===== src/hdl/ptsc_pkg.sv =====
`default_nettype none

package ptsc_pkg;

   // Channel count default and the limit that a 3-bit channel field can address
   localparam int CHANNELS_DEF = 8;
   localparam int CH_LIMIT     = 8;

   // Shared divider / multiplier sizes
   localparam int DIV_W = 23;
   localparam int DVS_W = 16;
   localparam int CNT_W = 5;

   localparam logic [CNT_W-1:0] CNT_DIV = 5'd22;
   localparam logic [CNT_W-1:0] CNT_MUL = 5'd6;

   // Request modes
   localparam logic [1:0] MODE_PERIOD = 2'd0;
   localparam logic [1:0] MODE_DUTY   = 2'd1;
   localparam logic [1:0] MODE_TEMP   = 2'd2;
   localparam logic [1:0] MODE_MOTOR  = 2'd3;

   // Response targets
   localparam logic [1:0] TGT_CHANNEL = 2'd0;
   localparam logic [1:0] TGT_FAN     = 2'd1;
   localparam logic [1:0] TGT_MOTOR   = 2'd2;

   // Response actions
   localparam logic [1:0] ACT_NONE    = 2'd0;
   localparam logic [1:0] ACT_FULL    = 2'd1;
   localparam logic [1:0] ACT_COMPARE = 2'd2;
   localparam logic [1:0] ACT_REJECT  = 2'd3;

   // CSR indexes
   localparam logic [1:0] REG_FAN_ON    = 2'd0;
   localparam logic [1:0] REG_FAN_OFF   = 2'd1;
   localparam logic [1:0] REG_FAN_DRIVE = 2'd2;

   localparam logic signed [11:0] FAN_ON_RST    = 12'sd450;
   localparam logic signed [11:0] FAN_OFF_RST   = 12'sd400;
   localparam logic [15:0]        FAN_DRIVE_RST = 16'd5000;
   localparam logic [7:0]         MOTOR_RST     = 8'd10;

   // Arithmetic constants
   localparam logic [DIV_W-1:0] FREQ_NUM  = 23'd10000;
   localparam logic [DIV_W-1:0] FAST_NUM  = 23'd1000000;
   localparam logic [DIV_W-1:0] SLOW_NUM  = 23'd100000;
   localparam logic [DVS_W-1:0] SCALE_DIV = 16'd100;

   localparam logic [15:0] FAST_MAX_PERIOD = 16'd500;
   localparam logic [15:0] SLOW_MAX_PERIOD = 16'd5000;
   localparam logic [12:0] PSC_FAST        = 13'd719;
   localparam logic [12:0] PSC_SLOW        = 13'd7199;
   localparam logic [15:0] LEVEL_GAIN      = 16'd216;
   localparam logic [15:0] DUTY_MAX        = 16'd100;
   localparam logic [15:0] LEVEL_MAX       = 16'd255;

   typedef struct packed {
      logic [1:0]         mode;
      logic [2:0]         channel;
      logic [15:0]        value;
      logic signed [11:0] temperature;
   } req_type;

   typedef struct packed {
      logic [1:0]  target;
      logic [2:0]  out_channel;
      logic [1:0]  action;
      logic [12:0] prescaler;
      logic [15:0] reload;
      logic [15:0] compare;
   } rsp_type;

   typedef enum logic [2:0] {
      ST_IDLE,
      ST_FREQ,
      ST_RELOAD,
      ST_MUL,
      ST_SCALE,
      ST_DONE
   } state_type;

endpackage

`default_nettype wire


===== src/hdl/pwm_timer_setting_calculator.sv =====
// Channel  Direction  Handshake              Payload
// req      in         req_valid / req_ready  ptsc_pkg::req_type (mode, channel, value, temp)
// rsp      out        rsp_valid / rsp_ready  ptsc_pkg::rsp_type (target .. compare)
// csr      in         csr_we                 csr_index, csr_wdata (write only)
//
// A period load that reprograms a channel runs three 23-step passes of the
// bit-serial restoring divider (10000/period, constant/frequency, product/100)
// and a 7-step shift-add multiply by the duty. A duty load runs the multiply
// plus one divide; every other request goes straight to the response.
// A request is taken only while the sequencer is idle; a finished response
// waits in the output register while the next request is taken and worked on.
// Reset is synchronous and active high; it clears the channel stores, the motor
// level and the fan registers to their start values, no clearing pass.
`default_nettype none

module pwm_timer_setting_calculator #(
   parameter int CHANNELS = ptsc_pkg::CHANNELS_DEF
) (
   input  wire logic              clock,
   input  wire logic              reset,
   input  wire logic              req_valid,
   output logic                   req_ready,
   input  wire ptsc_pkg::req_type req_data,
   output logic                   rsp_valid,
   input  wire logic              rsp_ready,
   output ptsc_pkg::rsp_type      rsp_data,
   input  wire logic              csr_we,
   input  wire logic [1:0]        csr_index,
   input  wire logic [15:0]       csr_wdata
);

   // Channels beyond what the 3-bit channel field reaches are never addressed
   localparam int NUM_CH = (CHANNELS > ptsc_pkg::CH_LIMIT) ? ptsc_pkg::CH_LIMIT : CHANNELS;
   localparam int IDX_W  = (NUM_CH > 1) ? $clog2(NUM_CH) : 1;
   localparam int DIV_W  = ptsc_pkg::DIV_W;
   localparam int DVS_W  = ptsc_pkg::DVS_W;
   localparam int CNT_W  = ptsc_pkg::CNT_W;

   ptsc_pkg::state_type state_ff, state_in;

   // Per-channel stores, read at the one channel being worked on
   logic [15:0] period_ff [NUM_CH];
   logic [15:0] period_in [NUM_CH];
   logic [6:0]  duty_ff   [NUM_CH];
   logic [6:0]  duty_in   [NUM_CH];
   logic [15:0] reload_ff [NUM_CH];
   logic [15:0] reload_in [NUM_CH];
   logic [7:0]  motor_ff, motor_in;

   logic signed [11:0] fan_on_ff, fan_on_in;
   logic signed [11:0] fan_off_ff, fan_off_in;
   logic [15:0]        fan_drive_ff, fan_drive_in;

   // Sequencer datapath: quo doubles as the multiply accumulator, dvs as the multiplicand
   logic [2:0]       ch_ff, ch_in;
   logic             slow_ff, slow_in;
   logic [6:0]       mplier_ff, mplier_in;
   logic [DVS_W-1:0] rem_ff, rem_in;
   logic [DIV_W-1:0] quo_ff, quo_in;
   logic [DVS_W-1:0] dvs_ff, dvs_in;
   logic [CNT_W-1:0] cnt_ff, cnt_in;

   ptsc_pkg::rsp_type res_ff, res_in;
   ptsc_pkg::rsp_type rsp_data_ff, rsp_data_in;
   logic              rsp_valid_ff, rsp_valid_in;

   logic             req_fire;
   logic [IDX_W-1:0] req_idx;
   logic [IDX_W-1:0] cur_idx;
   logic             in_range;
   logic             period_same;
   logic             period_bad;
   logic [6:0]       duty_sat;
   logic             duty_same;
   logic [7:0]       level_sat;
   logic             level_same;

   logic [DVS_W:0]   div_shift;
   logic             div_ge;
   logic [DVS_W:0]   div_diff;
   logic [DIV_W-1:0] div_q;
   logic [DIV_W-1:0] mul_sum;

   assign req_ready = (state_ff == ptsc_pkg::ST_IDLE);
   assign req_fire  = req_valid & req_ready;
   assign rsp_valid = rsp_valid_ff;
   assign rsp_data  = rsp_data_ff;

   // Request decode against the stored channel state
   always_comb begin
      req_idx     = req_data.channel[IDX_W-1:0];
      cur_idx     = ch_ff[IDX_W-1:0];
      in_range    = ({1'b0, req_data.channel} < 4'(NUM_CH));
      period_same = (req_data.value == period_ff[req_idx]);
      period_bad  = (req_data.value == 16'd0) || (req_data.value > ptsc_pkg::SLOW_MAX_PERIOD);
      duty_sat    = (req_data.value > ptsc_pkg::DUTY_MAX) ? ptsc_pkg::DUTY_MAX[6:0]
                                                          : req_data.value[6:0];
      duty_same   = (duty_sat == duty_ff[req_idx]);
      level_sat   = (req_data.value > ptsc_pkg::LEVEL_MAX) ? ptsc_pkg::LEVEL_MAX[7:0]
                                                           : req_data.value[7:0];
      level_same  = (level_sat == motor_ff);
   end

   // One restoring-division step and one shift-add multiply step per cycle
   always_comb begin
      div_shift = {rem_ff, quo_ff[DIV_W-1]};
      div_ge    = (div_shift >= {1'b0, dvs_ff});
      div_diff  = div_shift - {1'b0, dvs_ff};
      div_q     = {quo_ff[DIV_W-2:0], div_ge};
      mul_sum   = {quo_ff[DIV_W-2:0], 1'b0} + (mplier_ff[6] ? DIV_W'(dvs_ff) : '0);
   end

   // Next state
   always_comb begin
      state_in = state_ff;
      unique case (state_ff)
         ptsc_pkg::ST_IDLE: begin
            if (req_fire) begin
               unique case (req_data.mode)
                  ptsc_pkg::MODE_PERIOD: begin
                     if (!in_range || period_same || period_bad) begin
                        state_in = ptsc_pkg::ST_DONE;
                     end else begin
                        state_in = ptsc_pkg::ST_FREQ;
                     end
                  end
                  ptsc_pkg::MODE_DUTY: begin
                     if (!in_range || duty_same) begin
                        state_in = ptsc_pkg::ST_DONE;
                     end else begin
                        state_in = ptsc_pkg::ST_MUL;
                     end
                  end
                  default: state_in = ptsc_pkg::ST_DONE;
               endcase
            end
         end
         ptsc_pkg::ST_FREQ: begin
            if (cnt_ff == '0) state_in = ptsc_pkg::ST_RELOAD;
         end
         ptsc_pkg::ST_RELOAD: begin
            if (cnt_ff == '0) state_in = ptsc_pkg::ST_MUL;
         end
         ptsc_pkg::ST_MUL: begin
            if (cnt_ff == '0) state_in = ptsc_pkg::ST_SCALE;
         end
         ptsc_pkg::ST_SCALE: begin
            if (cnt_ff == '0) state_in = ptsc_pkg::ST_DONE;
         end
         ptsc_pkg::ST_DONE: begin
            if (!rsp_valid_ff || rsp_ready) state_in = ptsc_pkg::ST_IDLE;
         end
         default: state_in = ptsc_pkg::ST_IDLE;
      endcase
   end

   // CSR writes; indexes past the list drop
   always_comb begin
      fan_on_in    = fan_on_ff;
      fan_off_in   = fan_off_ff;
      fan_drive_in = fan_drive_ff;
      if (csr_we) begin
         unique case (csr_index)
            ptsc_pkg::REG_FAN_ON:    fan_on_in    = csr_wdata[11:0];
            ptsc_pkg::REG_FAN_OFF:   fan_off_in   = csr_wdata[11:0];
            ptsc_pkg::REG_FAN_DRIVE: fan_drive_in = csr_wdata;
            default: ;
         endcase
      end
   end

   // Datapath and store updates
   always_comb begin
      period_in    = period_ff;
      duty_in      = duty_ff;
      reload_in    = reload_ff;
      motor_in     = motor_ff;
      ch_in        = ch_ff;
      slow_in      = slow_ff;
      mplier_in    = mplier_ff;
      rem_in       = rem_ff;
      quo_in       = quo_ff;
      dvs_in       = dvs_ff;
      cnt_in       = cnt_ff;
      res_in       = res_ff;
      rsp_valid_in = rsp_valid_ff & ~rsp_ready;
      rsp_data_in  = rsp_data_ff;

      unique case (state_ff) inside
         ptsc_pkg::ST_IDLE: begin
            if (req_fire) begin
               res_in = '0;
               ch_in  = req_data.channel;
               unique case (req_data.mode)
                  ptsc_pkg::MODE_PERIOD: begin
                     res_in.target      = ptsc_pkg::TGT_CHANNEL;
                     res_in.out_channel = req_data.channel;
                     if (in_range && !period_same) begin
                        period_in[req_idx] = req_data.value;
                        if (period_bad) begin
                           reload_in[req_idx] = '0;
                           res_in.action      = ptsc_pkg::ACT_REJECT;
                        end else begin
                           // frequency = 10000 / period
                           slow_in = (req_data.value > ptsc_pkg::FAST_MAX_PERIOD);
                           rem_in  = '0;
                           quo_in  = ptsc_pkg::FREQ_NUM;
                           dvs_in  = req_data.value;
                           cnt_in  = ptsc_pkg::CNT_DIV;
                        end
                     end
                  end
                  ptsc_pkg::MODE_DUTY: begin
                     res_in.target      = ptsc_pkg::TGT_CHANNEL;
                     res_in.out_channel = req_data.channel;
                     if (in_range && !duty_same) begin
                        duty_in[req_idx] = duty_sat;
                        res_in.action    = ptsc_pkg::ACT_COMPARE;
                        dvs_in           = reload_ff[req_idx];
                        mplier_in        = duty_sat;
                        quo_in           = '0;
                        cnt_in           = ptsc_pkg::CNT_MUL;
                     end
                  end
                  ptsc_pkg::MODE_TEMP: begin
                     // Hysteresis: between the thresholds leave the fan alone
                     res_in.target = ptsc_pkg::TGT_FAN;
                     if ($signed(req_data.temperature) > fan_on_ff) begin
                        res_in.action  = ptsc_pkg::ACT_COMPARE;
                        res_in.compare = fan_drive_ff;
                     end else if ($signed(req_data.temperature) < fan_off_ff) begin
                        res_in.action  = ptsc_pkg::ACT_COMPARE;
                     end
                  end
                  ptsc_pkg::MODE_MOTOR: begin
                     res_in.target = ptsc_pkg::TGT_MOTOR;
                     if (!level_same) begin
                        motor_in       = level_sat;
                        res_in.action  = ptsc_pkg::ACT_COMPARE;
                        res_in.compare = {8'd0, level_sat} * ptsc_pkg::LEVEL_GAIN;
                     end
                  end
                  default: ;
               endcase
            end
         end
         ptsc_pkg::ST_FREQ, ptsc_pkg::ST_RELOAD, ptsc_pkg::ST_SCALE: begin
            rem_in = div_ge ? div_diff[DVS_W-1:0] : div_shift[DVS_W-1:0];
            quo_in = div_q;
            cnt_in = cnt_ff - 1'b1;
            if (cnt_ff == '0) begin
               if (state_ff == ptsc_pkg::ST_FREQ) begin
                  // reload = constant / frequency
                  rem_in = '0;
                  quo_in = slow_ff ? ptsc_pkg::SLOW_NUM : ptsc_pkg::FAST_NUM;
                  dvs_in = div_q[DVS_W-1:0];
                  cnt_in = ptsc_pkg::CNT_DIV;
               end else if (state_ff == ptsc_pkg::ST_RELOAD) begin
                  reload_in[cur_idx] = div_q[15:0];
                  res_in.action      = ptsc_pkg::ACT_FULL;
                  res_in.prescaler   = slow_ff ? ptsc_pkg::PSC_SLOW : ptsc_pkg::PSC_FAST;
                  res_in.reload      = div_q[15:0];
                  dvs_in             = div_q[DVS_W-1:0];
                  mplier_in          = duty_ff[cur_idx];
                  quo_in             = '0;
                  cnt_in             = ptsc_pkg::CNT_MUL;
               end else begin
                  res_in.compare = div_q[15:0];
               end
            end
         end
         ptsc_pkg::ST_MUL: begin
            quo_in    = mul_sum;
            mplier_in = {mplier_ff[5:0], 1'b0};
            cnt_in    = cnt_ff - 1'b1;
            if (cnt_ff == '0) begin
               // compare = product / 100
               rem_in = '0;
               dvs_in = ptsc_pkg::SCALE_DIV;
               cnt_in = ptsc_pkg::CNT_DIV;
            end
         end
         ptsc_pkg::ST_DONE: begin
            if (!rsp_valid_ff || rsp_ready) begin
               rsp_valid_in = 1'b1;
               rsp_data_in  = res_ff;
            end
         end
         default: ;
      endcase
   end

   always_ff @(posedge clock) begin
      if (reset) begin
         state_ff     <= ptsc_pkg::ST_IDLE;
         rsp_valid_ff <= 1'b0;
         motor_ff     <= ptsc_pkg::MOTOR_RST;
         fan_on_ff    <= ptsc_pkg::FAN_ON_RST;
         fan_off_ff   <= ptsc_pkg::FAN_OFF_RST;
         fan_drive_ff <= ptsc_pkg::FAN_DRIVE_RST;
         for (int i = 0; i < NUM_CH; i++) begin
            period_ff[i] <= '0;
            duty_ff[i]   <= '0;
            reload_ff[i] <= '0;
         end
      end else begin
         state_ff     <= state_in;
         rsp_valid_ff <= rsp_valid_in;
         motor_ff     <= motor_in;
         fan_on_ff    <= fan_on_in;
         fan_off_ff   <= fan_off_in;
         fan_drive_ff <= fan_drive_in;
         period_ff    <= period_in;
         duty_ff      <= duty_in;
         reload_ff    <= reload_in;
      end
   end

   always_ff @(posedge clock) begin
      ch_ff       <= ch_in;
      slow_ff     <= slow_in;
      mplier_ff   <= mplier_in;
      rem_ff      <= rem_in;
      quo_ff      <= quo_in;
      dvs_ff      <= dvs_in;
      cnt_ff      <= cnt_in;
      res_ff      <= res_in;
      rsp_data_ff <= rsp_data_in;
   end

   // Divider remainder stays below the divisor through every pass
   a_div_rem: assert property (@(posedge clock) disable iff (reset)
      (state_ff == ptsc_pkg::ST_FREQ || state_ff == ptsc_pkg::ST_RELOAD ||
       state_ff == ptsc_pkg::ST_SCALE) |-> (rem_ff < dvs_ff))
      else $error("divider remainder not below divisor");

   a_full_fields: assert property (@(posedge clock) disable iff (reset)
      (rsp_valid_ff && rsp_data_ff.action == ptsc_pkg::ACT_FULL) |->
      ((rsp_data_ff.prescaler == ptsc_pkg::PSC_FAST ||
        rsp_data_ff.prescaler == ptsc_pkg::PSC_SLOW) &&
       rsp_data_ff.reload != 16'd0 && rsp_data_ff.compare <= rsp_data_ff.reload))
      else $error("full reprogram with bad prescaler, reload or compare");

   a_partial_zero: assert property (@(posedge clock) disable iff (reset)
      (rsp_valid_ff && rsp_data_ff.action != ptsc_pkg::ACT_FULL) |->
      (rsp_data_ff.prescaler == 13'd0 && rsp_data_ff.reload == 16'd0))
      else $error("prescaler or reload set without full reprogram");

   a_side_channel: assert property (@(posedge clock) disable iff (reset)
      (rsp_valid_ff && rsp_data_ff.target != ptsc_pkg::TGT_CHANNEL) |->
      (rsp_data_ff.out_channel == 3'd0))
      else $error("fan or motor response carries a channel");

endmodule

`default_nettype wire


===== config.mk =====
export PLATFORM = sky130hd
export DESIGN_NAME = pwm_timer_setting_calculator
export DESIGN_NICKNAME = d
export VERILOG_FILES = /design/src/hdl/ptsc_pkg.sv /design/src/hdl/pwm_timer_setting_calculator.sv
export SDC_FILE = /design/constraint.sdc
export NUM_CORES = 1
export LEC_CHECK = 0
export BUFFER_PORTS_ARGS = -buffer_cell sky130_fd_sc_hd__buf_2
export CAP_MARGIN = 20
export CORE_MARGIN = 4
export CORE_UTILIZATION = 30
export CTS_CLUSTER_DIAMETER = 40
export DETAILED_ROUTE_END_ITERATION = 10
export SKIP_LAST_GASP = 1
export SLEW_MARGIN = 20
export SYNTH_ARGS = -nofsm -noshare
export SYNTH_HDL_FRONTEND = slang
export SYNTH_SLANG_ARGS = --single-unit

===== constraint.sdc =====
create_clock -name clock -period 6 [get_ports clock]
set_input_delay 1.2 -clock clock [delete_from_list [all_inputs] [get_ports clock]]
set_output_delay 1.2 -clock clock [all_outputs]
set_load 0.02 [all_outputs]

Word-level counts from Yosys, hierarchy flattened
Index checks and enable logic that the tools add are counted.
{"block": "totals", "romBits": 0, "reg_bits": 539, "latch_bits": 0, "out_inout_bits": 54, "memories": 0, "wordCells": 249, "mem_bits_rw": 0}
{"block": "classes", "addsub": 3, "eq_ne": 34, "n_div": 0, "mux": 108, "n_reduce_logical": 32, "magnitude_cmp": 11, "n_bitwise": 11, "n_shift": 0, "mul": 1}
{"operator": "$mux 128", "n": 7}
{"operator": "$mux 16", "n": 26}
{"operator": "$bwmux 128", "n": 2}
{"operator": "$pmux 128 s2", "n": 1}
{"operator": "$mux 23", "n": 7}
{"operator": "$mux 47", "n": 3}
{"operator": "$and 128x128->128", "n": 1}
{"operator": "$not 128->128", "n": 1}
{"operator": "$bmux 16 s3", "n": 2}
{"operator": "$demux 16 s3", "n": 2}
{"operator": "$pmux 16 s3", "n": 2}
{"operator": "$pmux 47 s2", "n": 1}
{"operator": "$mux 7", "n": 12}
{"operator": "$pmux 23 s3", "n": 1}
{"operator": "$pmux 16 s2", "n": 2}
{"operator": "$bwmux 56", "n": 1}
{"operator": "$pmux 23 s2", "n": 1}
{"operator": "$bmux 7 s3", "n": 2}
{"operator": "$mux 5", "n": 8}
{"operator": "$mux 31", "n": 1}
{"operator": "$mux 3", "n": 8}
{"operator": "$add 23x16->23", "n": 1}
{"operator": "$demux 7 s3", "n": 1}
{"operator": "$pmux 7 s3", "n": 1}
{"operator": "56 further kinds", "n": 106}

Longest topological paths before layout
{"block": "depth", "word_depth": 12, "depth_mapped": 19}

Least setup slack after synthesis
Ideal clock, no wire load.
{"block": "synth_timing", "kind": "input to register", "start": "in req_data[25] (netlist bit)", "end": "reg res_ff[15] (netlist bit), data pin", "t_arrival_ns": 5.047, "cell_stages": 18, "slack_ns": 0.693, "n_path_buf": 1, "cell_sequence": "nor3_4 > nand3_1 > clkbuf_1 > or2_2 > ha_1 > inv_1 > fa_1 > fa_1 > inv_1 > ha_1 > nand3_1 > nand2_1 > a41oi_1 > a21oi_1 > a21o_1 > a21oi_1 > xnor2_1 > a221o_1"}
{"element": "start: declaration", "line": "pwm_timer_setting_calculator.sv:23", "source": "input wire ptsc_pkg::req_type req_data,"}
{"element": "end signal: assignment", "line": "pwm_timer_setting_calculator.sv:327", "source": "res_ff <= res_in;"}
{"element": "end: declaration", "line": "pwm_timer_setting_calculator.sv:63", "source": "ptsc_pkg::rsp_type res_ff, res_in;"}

==> results by group <==
Placement
  • GPL Wtd Cong: 0.879
  • Dpl ws: 0.369 ns
  • Area after DPL: 27,700 um^2
  • Port-buffer cells: 107
  • DP Wirelength: 53.0 mm

Finish
  • P&R area growth vs syn: 16.1%
  • Share of cells above drive strength 1: 0.162
  • Multi-input logic area: 12,800 um^2
  • Fillers: 8,559
  • Post-layout net count: 2,777
  • Design area: 30,200 um^2
  • Reg area: 11,900 um^2
  • Util after Layout: 0.353

Yosys
  • Post-synth top flop: dfxtp_1
  • Sequential area share after synthesis: 0.458
  • Synth warn: 0
  • Netlist cell types: 89
  • EDFF count, synth: 155
  • Gate Count Post-Synth: 2,554
  • Ys async rst share: 0
  • Synthesized area: 26,100 um^2
  • FF+latch count, synth: 519
  • Syn_area_per_cell: 10.2 um^2

Die
  • Row cnt: 107
  • IO Pins: 110
  • DIE HEIGHT: 303 um
  • Die Wd: 303 um
  • Core footprint: 85,700 um^2
  • Die area: 91,700 um^2
  • Starting density of the core: 0.304

Routing
  • ANT nets after route: 0
  • 1st-iter DRT viols: 1,982
  • Pre-antenna DRT Iters: 6
  • Final WL: 79.5 mm
  • Via count: 20,347
  • Vias per std cell: 5.30
  • DRC Markers: 0
  • Wire per inst: 20.7 um

STA
  • RSZ-0062 raised after global routing: false
  • Hold Slack: 0.417 ns
  • Worst Max-Slew Pin Slew: 1.18 ns
  • Setup Viol. Count Final: 0
  • Setup WS post-layout: 1.02 ns
  • Setup TNS Final: 0 ns
  • Worst slew margin: 0.213
  • Fmax: 0.201 GHz
  • Clock Skew: 0.0509 ns
  • Hold Vio Cnt, Final: 0
  • Fin crit period: 4.98 ns
  • Final worst-path cycle share: 0.831
  • Slew Limit Fails: 0

Run
  • Number of max-cap violations: 0

CTS
  • CTS tree: done
  • Clk_lat worst skew: 0.64 ns
  • Clock Tree Root: clkbuf_16
  • Clock Path Buffers: 3
  • Hold_buf cts: 0
  • Worst-path clk slew: 0.06 ns
  • Max H-tree Level: 3
  • Post-CTS Resized: 0
  • Post-CTS Setup Inserts: 0
  • Clock Sink Count: 519
  • CTS buffer count: 75

Worst setup path
  • CP max stage cell: fa_1
  • Crit-path max FO: 6
  • Worst Path Buf+Inv: 3
  • CP required: 6.38 ns
  • Crit Path Category: input pin to register
  • CP arrival: 5.36 ns
  • CP Launch Type: input pin
  • Top delay family on crit path: adder cells
  • Setup crit end kind: register
  • Cell Chain, Critical Path: buf_2 -> nor3_4 -> nand3_1 -> or2_2 -> ha_1 -> fa_1 -> inv_1 -> fa_1 -> inv_1 -> ha_1 -> or3_1 -> o21ai_0 -> a21oi_1 -> a21o_1 -> a21oi_1 -> xnor2_1 -> a221o_1
  • Max incr delay on CP: 0.51 ns

Pwr
  • Combinational share of power: 0.305
  • Maximum VDD drop: 0.279 mV
  • Seq pwr share: 0.360
  • Pleak: 12.1 nW
  • Psw: 4.81 mW
  • Switch share: 0.369
  • Cell area power density: 430 nW/um^2
  • Clock Power Share: 0.335
  • Int Pwr: 8.21 mW

Run status
  • Status: completed

Global route
  • Vias in the first global route: 19,448
  • Total gr overflow: 0
  • Initial antenna violation count: 3
  • Largest net degree at the start of global routing: 110
  • First-pass GRT wire length: 120 mm
  • GRT Total Usage: 0.170

Min path
  • Min-delay worst type: register to register
==> metrics by stage <==
step,power [mW],cells
6_report,13.0,3838
5_1_grt,13.7,3836
4_1_cts,13.1,3836
3_5_place_dp,8.67,3697
3_3_place_gp,8.63,3697
2_1_floorplan,7.36,2555
==> flip-flops by register name, summed over array words and instances, names as in the netlist, 8 cells and up <==
signal,flops
fan_off_ff,12
duty_ff,56
fan_drive_ff,16
dvs_ff,16
reload_ff,128
fan_on_ff,12
rsp_data,42
motor_ff,8
quo_ff,23
period_ff,128
res_ff,42
rem_ff,16
==> final cells by class <==
class | count | area share
Antenna cell | 2 | 0.000165
Clock buffer | 85 | 0.0654
Clock inverter | 54 | 0.0181
Inverter | 105 | 0.0130
Multi-Input combinational cell | 1741 | 0.422
Sequential cell | 519 | 0.395
Tap cell | 1144 | 0.0473
Timing Repair Buffer | 188 | 0.0388
==> cells by family after synthesis <==
kind of cell | after synthesis | synth area share
AND/OR/NAND/NOR | 731 | 0.137
AO/OA/AOI/OAI | 603 | 0.165
flip-flops | 519 | 0.458
buffers and inverters | 295 | 0.0557
multiplexers | 255 | 0.118
adder cells (fa/ha/maj) | 91 | 0.0463
XOR/XNOR | 59 | 0.0198
other | 1 | 0.000144
==> cells in the mapped netlist, drive strengths merged (6+ instances only) <==
master   count  area [um^2]
dfxtp      364         7290
nor2       265          997
mux2i      202         2030
nand2      181          679
edfxtp     155         4650
a21oi      127          737
o21ai      107          536
buf        106          742
inv        103          387
clkbuf      84          315
ha          82         1030
o2bb2ai     76          666
a22o        60          526
nand3       60          338
nand2b      48          300
mux4        39          878
nor3        39          234
o22ai       36          225
xnor2       32          280
xor2        27          236
and2        25          156
a211oi      23          173
a22oi       23          173
nand4       21          198
o221ai      19          166
a21o        18          135
or3         15         93.8
mux2        14          158
nor2b       14         87.6
o211ai      14          105
a31oi       13         81.3
nand3b      13         97.6
a221oi      12          105
o21a        11         82.6
nor4        10         77.6
or2         10         62.6
a211o        9         78.8
fa           9          180
a221o        8         80.1
and3         8         55.1
o31ai        8         73.8
o22a         6         52.6
==> final timing paths <==
kind                                    from      endpoint  slack (ns)  cells past startpoint
worst max-delay path            req_data[22]    res_ff[12]        1.02                     17
worst min-delay path              res_ff[25]  rsp_data[25]        0.42                      0
worst max register to register   state_ff[0]    res_ff[14]        2.04                      8
worst min register to register    res_ff[25]  rsp_data[25]        0.42                      0
==> placed cells by master (no fill, tap or decap), types with 60 or more instances in the layout <==
cell | Yosys | routed
o2bb2ai_1 | 76 | 76
clkbuf_16 | 0 | 78
inv_1 | 101 | 101
mux2i_1 | 201 | 201
a22o_1 | 60 | 60
a21oi_1 | 118 | 117
edfxtp_1 | 155 | 155
buf_2 | 38 | 104
dfxtp_1 | 364 | 364
nor2_1 | 264 | 261
nand2_1 | 181 | 181
o21ai_0 | 107 | 107
buf_4 | 18 | 81
ha_1 | 82 | 82
==> power by group through the flow <==
stage	combinational, mW	clock (mW)	sequential (mW)
3_5_place_dp	3.91	0	4.76
3_3_place_gp	3.89	0	4.75
5_1_grt	4.35	4.60	4.74
4_1_cts	3.94	4.43	4.69
6_report	3.97	4.35	4.68
2_1_floorplan	2.72	0	4.64
==> routing by layer <==
layer,global-route usage,vias to the layer above,wire [um]
li1,-,9498,-
met1,0.238,9894,35400
met2,0.260,818,35000
met3,0.0428,137,7110
met4,0.0504,0,2090
met5,0,-,0
Note: power is estimated with default switching activity, not from simulation.
